### src/design/mp2a_pkg.sv
// Shared types, constants and a helper function for the masked pixel converter.
`default_nettype none
package mp2a_pkg;

    localparam int NUM_CH    = 3;
    localparam int DIV_STEPS = 8;
    localparam int REM_W     = 40;
    localparam int DEN_W     = 39;

    localparam logic [31:0] FALLBACK_RED   = 32'h00ff_0000;
    localparam logic [31:0] FALLBACK_GREEN = 32'h0000_ff00;
    localparam logic [31:0] FALLBACK_BLUE  = 32'h0000_00ff;
    localparam logic [7:0]  ALPHA_OPAQUE   = 8'hff;

    localparam logic [2:0] REG_RED_MASK    = 3'd0;
    localparam logic [2:0] REG_GREEN_MASK  = 3'd1;
    localparam logic [2:0] REG_BLUE_MASK   = 3'd2;
    localparam logic [2:0] REG_PIXEL_BYTES = 3'd3;

    localparam int CH_RED   = 0;
    localparam int CH_GREEN = 1;
    localparam int CH_BLUE  = 2;

    typedef struct packed {
        logic [REM_W-1:0] rem;
        logic [DEN_W-1:0] den;
        logic [7:0]       quo;
    } t_div;

    function automatic logic [4:0] tz_count(input logic [31:0] m);
        logic [4:0] n;
        n = 5'd0;
        for (int i = 31; i >= 0; i--) begin
            if (m[i]) begin
                n = 5'(i);
            end
        end
        return n;
    endfunction

endpackage
`default_nettype wire

### src/design/mp2a_front.sv
// Front stages: byte masking, mask fallback, channel extraction and numerator build.
`default_nettype none
module mp2a_front
    import mp2a_pkg::*;
(
    input  wire logic                         i_clk,
    input  wire logic                         i_en,
    input  wire logic [31:0]                  i_raw_pixel,
    input  wire logic [NUM_CH-1:0][31:0]      i_masks,
    input  wire logic [2:0]                   i_pixel_bytes,
    output t_div      [NUM_CH-1:0]            o_div
);

    logic [31:0]              n_pix;
    logic [NUM_CH-1:0][31:0]  n_mask;
    logic [NUM_CH-1:0][31:0]  r_mask;
    logic [NUM_CH-1:0][31:0]  r_bits;
    logic [NUM_CH-1:0][4:0]   r_sh;
    t_div [NUM_CH-1:0]        n_div;
    t_div [NUM_CH-1:0]        r_div;

    always_comb begin
        case (i_pixel_bytes)
            3'd1:    n_pix = i_raw_pixel & 32'h0000_00ff;
            3'd2:    n_pix = i_raw_pixel & 32'h0000_ffff;
            3'd3:    n_pix = i_raw_pixel & 32'h00ff_ffff;
            default: n_pix = i_raw_pixel;
        endcase
        if (i_masks[CH_RED] == 32'd0 || i_masks[CH_GREEN] == 32'd0 ||
            i_masks[CH_BLUE] == 32'd0) begin
            n_mask[CH_RED]   = FALLBACK_RED;
            n_mask[CH_GREEN] = FALLBACK_GREEN;
            n_mask[CH_BLUE]  = FALLBACK_BLUE;
        end else begin
            n_mask = i_masks;
        end
    end

    always_ff @(posedge i_clk) begin
        if (i_en) begin
            for (int c = 0; c < NUM_CH; c++) begin
                r_mask[c] <= n_mask[c];
                r_bits[c] <= n_pix & n_mask[c];
                r_sh[c]   <= tz_count(n_mask[c]);
            end
        end
    end

    always_comb begin
        for (int c = 0; c < NUM_CH; c++) begin
            logic [31:0] mx;
            logic [31:0] v;
            mx = r_mask[c] >> r_sh[c];
            v  = r_bits[c] >> r_sh[c];
            n_div[c].rem = ({8'd0, v} << 8) - {8'd0, v} + {9'd0, mx[31:1]};
            n_div[c].den = {mx, 7'd0};
            n_div[c].quo = 8'd0;
        end
    end

    always_ff @(posedge i_clk) begin
        if (i_en) begin
            r_div <= n_div;
        end
    end

    assign o_div = r_div;

endmodule
`default_nettype wire

### src/design/mp2a_div_cell.sv
// One restoring division cell: settles a single quotient bit and passes the rest on.
`default_nettype none
module mp2a_div_cell
    import mp2a_pkg::*;
(
    input  wire logic i_clk,
    input  wire logic i_en,
    input  t_div      i_cell,
    output t_div      o_cell
);

    t_div n_cell;
    t_div r_cell;

    always_comb begin
        n_cell.den = i_cell.den >> 1;
        if (i_cell.rem >= {1'b0, i_cell.den}) begin
            n_cell.rem = i_cell.rem - {1'b0, i_cell.den};
            n_cell.quo = {i_cell.quo[6:0], 1'b1};
        end else begin
            n_cell.rem = i_cell.rem;
            n_cell.quo = {i_cell.quo[6:0], 1'b0};
        end
    end

    always_ff @(posedge i_clk) begin
        if (i_en) begin
            r_cell <= n_cell;
        end
    end

    assign o_cell = r_cell;

endmodule
`default_nettype wire

### src/design/masked_pixel_to_argb8888_core.sv
// Top level of the masked raw pixel to ARGB8888 converter.
// Usage:
//   Raw pixels enter on i_raw_pixel under i_valid / o_ready, held in the low
//   bytes; converted pixels leave on o_alpha_out, o_red_out, o_green_out and
//   o_blue_out under o_valid / i_ready. An item moves when valid and ready are high.
//   Masks and the pixel size are written through i_cfg_we, i_cfg_index and
//   i_cfg_data; the user must write them only while no item is in flight, which
//   the block does not enforce. The write takes effect at once. Items pass two
//   front stages, then a row of eight division cells per channel, each settling
//   one quotient bit of (v*255 + max/2)/max. Throughput is one item per cycle
//   while the output is not stalled; every stage advances together. When the
//   receiver stalls with a result waiting, the whole row holds and o_ready falls;
//   it rises again as soon as the result is taken. Reset restores the default
//   XRGB8888 masks and a size of four bytes and empties the pipeline; no clearing pass is needed.
`default_nettype none
module masked_pixel_to_argb8888_core
    import mp2a_pkg::*;
(
    input  wire logic        i_clk,
    input  wire logic        i_rst_n,
    input  wire logic        i_valid,
    output logic             o_ready,
    input  wire logic [31:0] i_raw_pixel,
    output logic             o_valid,
    input  wire logic        i_ready,
    output logic [7:0]       o_alpha_out,
    output logic [7:0]       o_red_out,
    output logic [7:0]       o_green_out,
    output logic [7:0]       o_blue_out,
    input  wire logic        i_cfg_we,
    input  wire logic [2:0]  i_cfg_index,
    input  wire logic [31:0] i_cfg_data
);

    localparam int LAT = 2 + DIV_STEPS;

    logic [NUM_CH-1:0][31:0] r_masks;
    logic [2:0]              r_pixel_bytes;
    logic [LAT-1:0]          r_vld;
    logic                    advance;
    t_div [NUM_CH-1:0]       front_div;
    t_div [NUM_CH-1:0]       chain [DIV_STEPS+1];

    always_ff @(posedge i_clk) begin
        if (!i_rst_n) begin
            r_masks[CH_RED]   <= FALLBACK_RED;
            r_masks[CH_GREEN] <= FALLBACK_GREEN;
            r_masks[CH_BLUE]  <= FALLBACK_BLUE;
            r_pixel_bytes     <= 3'd4;
        end else if (i_cfg_we) begin
            case (i_cfg_index)
                REG_RED_MASK:    r_masks[CH_RED]   <= i_cfg_data;
                REG_GREEN_MASK:  r_masks[CH_GREEN] <= i_cfg_data;
                REG_BLUE_MASK:   r_masks[CH_BLUE]  <= i_cfg_data;
                REG_PIXEL_BYTES: r_pixel_bytes     <= i_cfg_data[2:0];
                default: begin
                end
            endcase
        end
    end

    assign advance = !r_vld[LAT-1] || i_ready;
    assign o_ready = advance;

    always_ff @(posedge i_clk) begin
        if (!i_rst_n) begin
            r_vld <= '0;
        end else if (advance) begin
            r_vld <= {r_vld[LAT-2:0], i_valid};
        end
    end

    mp2a_front u_front (
        .i_clk         (i_clk),
        .i_en          (advance),
        .i_raw_pixel   (i_raw_pixel),
        .i_masks       (r_masks),
        .i_pixel_bytes (r_pixel_bytes),
        .o_div         (front_div)
    );

    assign chain[0] = front_div;

    for (genvar s = 0; s < DIV_STEPS; s++) begin : g_step
        for (genvar c = 0; c < NUM_CH; c++) begin : g_ch
            mp2a_div_cell u_cell (
                .i_clk  (i_clk),
                .i_en   (advance),
                .i_cell (chain[s][c]),
                .o_cell (chain[s+1][c])
            );
        end
    end

    assign o_valid     = r_vld[LAT-1];
    assign o_alpha_out = ALPHA_OPAQUE;
    assign o_red_out   = chain[DIV_STEPS][CH_RED].quo;
    assign o_green_out = chain[DIV_STEPS][CH_GREEN].quo;
    assign o_blue_out  = chain[DIV_STEPS][CH_BLUE].quo;

endmodule
`default_nettype wire

### config.mk
export PLATFORM = sky130hd
export DESIGN_NAME = masked_pixel_to_argb8888_core
export DESIGN_NICKNAME = d
export VERILOG_FILES = /design/src/design/mp2a_pkg.sv /design/src/design/mp2a_front.sv /design/src/design/mp2a_div_cell.sv /design/src/design/masked_pixel_to_argb8888_core.sv
export SDC_FILE = /design/constraint.sdc
export NUM_CORES = 2
export LEC_CHECK = 0
export BUFFER_PORTS_ARGS = -buffer_cell sky130_fd_sc_hd__buf_2
export CAP_MARGIN = 20
export CORE_ASPECT_RATIO = 1.4
export CORE_UTILIZATION = 27
export DETAILED_ROUTE_END_ITERATION = 7
export SYNTH_ARGS = -nofsm -noshare
export SYNTH_HDL_FRONTEND = slang
export SYNTH_SLANG_ARGS = --single-unit
### constraint.sdc
create_clock -name i_clk -period 86.7 [get_ports i_clk]
set_input_delay 21.675 -clock i_clk [delete_from_list [all_inputs] [get_ports i_clk]]
set_output_delay 21.675 -clock i_clk [all_outputs]
set_load 0.02 [all_outputs]
======== Word level (Yosys, flattened, before mapping) ========
Cells that the tools add are included.
W data, S select, Z words.
cells by class
  reductions and logical operators ........ 24
  $add $sub $neg .......................... 27
  bitwise gates (word level) .............. 3
  shift operators ......................... 6
  $lt $le $gt $ge ......................... 24
  eq/ne operators ......................... 6
  mux-type cells .......................... 140
operators by type and width
  kind               count
  $mux W40           21
  $mux W5            48
  $shr A32 B5 Y32    6
  $add A40 B31 Y40   3
  $ge A40 B32 Y1     3
  $ge A40 B33 Y1     3
  $ge A40 B34 Y1     3
  $ge A40 B35 Y1     3
  $ge A40 B36 Y1     3
  $ge A40 B37 Y1     3
  $ge A40 B38 Y1     3
  $ge A40 B39 Y1     3
  $sub A40 B32 Y40   3
  $sub A40 B33 Y40   3
  $sub A40 B34 Y40   3
  $sub A40 B35 Y40   3
  $sub A40 B36 Y40   3
  $sub A40 B37 Y40   3
  $sub A40 B38 Y40   3
  $sub A40 B39 Y40   3
  $and A32 B32 Y32   3
  $logic_not A32 Y1  3
  $mux W4            24
  $mux W96           1
  14 further kinds   73
word-level totals
  logic and storage cells ................. 328
  bits of input ports ..................... 72
  register bits ........................... 2152

======== Depth between registers and ports, before layout ========
  depth after elaboration ................. 35
  gate-level depth with buffers ........... 26
  depth with buffers taken out ............ 23

======== Modules after synthesis ========
A second synthesis with hierarchy kept.
unflattened totals
  cell total of the unflattened synthesis .. 16642
  area, all modules ....................... 167944.8 sq um
by module, submodules not included
  module                                        area an instance (sq um)  times used  cells an instance
  mp2a_div_cell (g_step[4].g_ch[0].u_cell ...)  5390.2                    12          526
  mp2a_div_cell (g_step[0].g_ch[1].u_cell ...)  5502.8                    10          544
  mp2a_front                                    33098.0                   1           3371
  mp2a_div_cell (g_step[0].g_ch[0].u_cell)      5758.0                    1           531
  mp2a_div_cell (g_step[3].g_ch[2].u_cell)      5444.0                    1           533
  masked_pixel_to_argb8888_core                 3935.0                    1           455

======== Worst setup path after synthesis ========
Ideal clock, no wire load.
  path kind ............................... input -> output
  start point ............................. input i_ready
  end point ............................... output o_ready
  required time ........................... 65.025 ns
  data arrival time ....................... 58.625 ns
  slack ................................... 6.400 ns
  path buffers ............................ 0
  stages .................................. 2
  cells stage by stage .................... nor2b_1 clkinv_1
on the way
  cells in the longest elaborated chain, start to end .. 1
RTL lines
  item                line                                 source
  start, declared     masked_pixel_to_argb8888_core.sv:25  input wire logic i_ready,
  $logic_or A1 B1 Y1  masked_pixel_to_argb8888_core.sv:62  assign advance = !r_vld[LAT-1] || i_ready;
  end, declared       masked_pixel_to_argb8888_core.sv:22  output logic o_ready,
Every way passes these cells.

======== Worst setup path after layout ========
Ends and elaborated chain as after synthesis.

==> results.ini <==
[run_status]
status=finished clean

[detailed_routing]
drt_pass1_iterations=6
wl_per_cell_um=16.2
route.detailed.drc=0
vias_per_cell=4.68
wl_mm=312
dr.first_iter.drc_count=4662
num_vias=90100
final_antenna_net_count=0

[min_path]
hold_path_class=reg2reg
hold_depth=0

[yosys]
synth_top_family_by_area=compound AO/OA/AOI/OAI gates
synthDistinctLibCells=119
syn_area_um2=132000
yosys_warnings=0
synth_xor_area_share_pct=4.84
ys.flop_type=edfxtp_1
synth-seq-cells=2152
synth-seq-area-share_pct=48.2
synth_fa_ha_area_share_pct=10.0
synth_compound_area_share_pct=15.1
synth_cells=12600
synth-simple-area-share_pct=12.2
syn_area_per_cell_um2=10.5
synth.area.mux_share_pct=4.59
postSynth.asyncResetShare_pct=0
synth_edf_count=2043

[critical_path]
path_cells=buf_2, nor2b_1, buf_4, inv_8, buf_2
cp-end-kind=primary output
required_ns=65.03
crit_path_top_delay_cell=buf_2
crit_path_start_kind=input port
arrival_ns=22.63
path_buf_inv=4
slowest_delay_ns=0.30
path_class=in2out
crit_family=buffers and inverters
reg2reg_depth=22
crit_fanout=34
critical_path.most_common_cell=buf_2
worst-path-stages=5

[sta]
period_minus_slack_ns=44.30
hold_viol_final=0
tightest_slew_ns=1.23
relSlewSlack_pct=17.2
rsz0062_at_grt=false
fmax_mhz=22.6
fin_hold_ws_ns=0.404
setup_viol=0
slew_viol_final=0
finalSetupTns_ns=0
clock_skew_ns=0.0916
post-route-period-util_pct=51.1

[floorplan]
rows=303
fp.dieH_um=829
io_pins=106
start_util_pct=27.1
die_area_um2=491000
die_w_um=593
fp.coreArea_um2=486000

[global_routing]
grt.total_usage_pct=12.3
antenna_found_initial=27
grt_pass1_vias=90100
grt-ovfl-total=0
grt_max_degree=153
grt_pass1_wl_mm=487

[placement]
hpwl_mm=245
place_congestion=0.926
io_buffers=97

[clock_network]
cts.repair.resized=0
cts_tree=yes
htreeDepth=4
clock-sinks=2152
clock_latency_ns=0.97
postCtsSetupBuffers=0
cts_buffers=223
path_clk_slew_ns=0.06
hold_buffers=0
clockBufferDepth=4
cts_root_buffer=clkbuf_16

[power_and_ir_drop]
power_density_nw_per_um2=36.5
max-vdd-ir-drop_mv=0.0174
finalPower_mw=5.38
p_leak_nw=58.3

[finish]
fin_nets=13700
layout_common_cells=2043 x edfxtp_1, 1287 x inv_1, 1142 x nand2_1
area_delta_synth_final_pct=11.7
final_common_cell=edfxtp_1
num-fill-cells=49900
drive_above_1_share_pct=6.87

[job]
cap_violations=0

[sequential cells by signal, summed over array words and instances (netlist names)]
name                       flops
g_step.g_ch.u_cell.o_cell   1620
u_front.o_div                216
r_masks                       96
u_front.r_bits                96
u_front.r_mask                96
u_front.r_sh                  15
r_vld                         10
r_pixel_bytes                  3
[layout make-up]
class	count	area (µm²)	share of cell area, %
Sequential cell	2152	63500	43.1
Multi-Input combinational cell	8769	61900	42.1
Inverter	1301	4890	3.32
Clock buffer	259	5770	3.92
Clock inverter	152	1840	1.25
Timing Repair Buffer	192	1240	0.840
Antenna cell	11	27.5	0.0187
Tap cell	6405	8010	5.44
[synthesized netlist by cell type, drive strengths merged (19+ instances only)]
cell     number  area [µm²]
a2111oi      27         264
a211o        31         272
a211oi      116         883
a21boi      120         901
a21o        369        2770
a21oi      1002        5020
a31o         27         236
a31oi        68         447
and2        127         797
and3        120         756
and4         32         280
buf         134         713
clkbuf      248         931
dfxtp       109        2180
edfxtp     2043       61300
fa           93        1860
ha          909       11400
inv        1299        4880
mux2        182        2050
mux2i       190        1900
mux4         93        2090
nand2      1142        4290
nand2b      190        1190
nand3       180         906
nand4       100         626
nand4b       19         166
nor2        869        3260
nor2b       186        1160
nor3        186         936
nor4         96         634
o2111ai      23         208
o211ai       50         375
o21a        146        1100
o21ai       758        3800
o21bai      108         811
o22a         29         254
o31a         28         245
o31ai        79         622
or2          43         269
or3          44         275
or4          21         158
xnor2       422        3700
xor2        307        2690
[metal layers]
layer	share of wire [%]	GRT usage, %	vias to the layer above
met5	0.039	0	-
met4	6.7	7.45	18
met3	3.4	1.54	818
met2	51	22.9	1708
met1	39	13.2	42000
li1	-	-	45600
[per-stage QoR]
| step | worst slack (ns) | cell area [µm²] | utilization [%] | std cells |
|---|---|---|---|---|
| finish | 42.40 | 147000 | 30.3 | 19200 |
| global route | 42.35 | 147000 | 30.3 | 19200 |
| CTS | 42.37 | 147000 | 30.3 | 19200 |
| detailed placement | 42.37 | 140000 | 28.7 | 18800 |
| global placement | 42.36 | 140000 | 28.7 | 18800 |
| floorplan | 6.40 | 132000 | - | 12600 |
[path summary, 6_finish.rpt]
path                                             end                               start  slack, ns
setup reg to reg                  u_front.o_div[260]                    u_front.r_sh[10]      79.60
setup / recovery                             o_ready                             i_ready      42.40
hold reg to reg   g_step[3].g_ch[0].u_cell.o_cell[2]  g_step[2].g_ch[0].u_cell.o_cell[1]       0.40
hold / removal    g_step[3].g_ch[0].u_cell.o_cell[2]  g_step[2].g_ch[0].u_cell.o_cell[1]       0.40
[power breakdown]
| part | internal [mW] | leakage, nW | switching [mW] |
|---|---|---|---|
| sequential | 1.64 | 23.0 | 0.183 |
| clock | 0.581 | 3.66 | 0.416 |
| combinational | 1.13 | 31.7 | 1.43 |
| total | 3.35 | 58.3 | 2.03 |
[cells by family after synthesis]
logic type / after synthesis
simple gates: 3402
fa+ha+maj: 1002
other cells: 1
compound gates: 3163
xor+xnor: 729
buf+inv: 1683
mux: 465
flops: 2152
(Power assumes the default switching activity.)
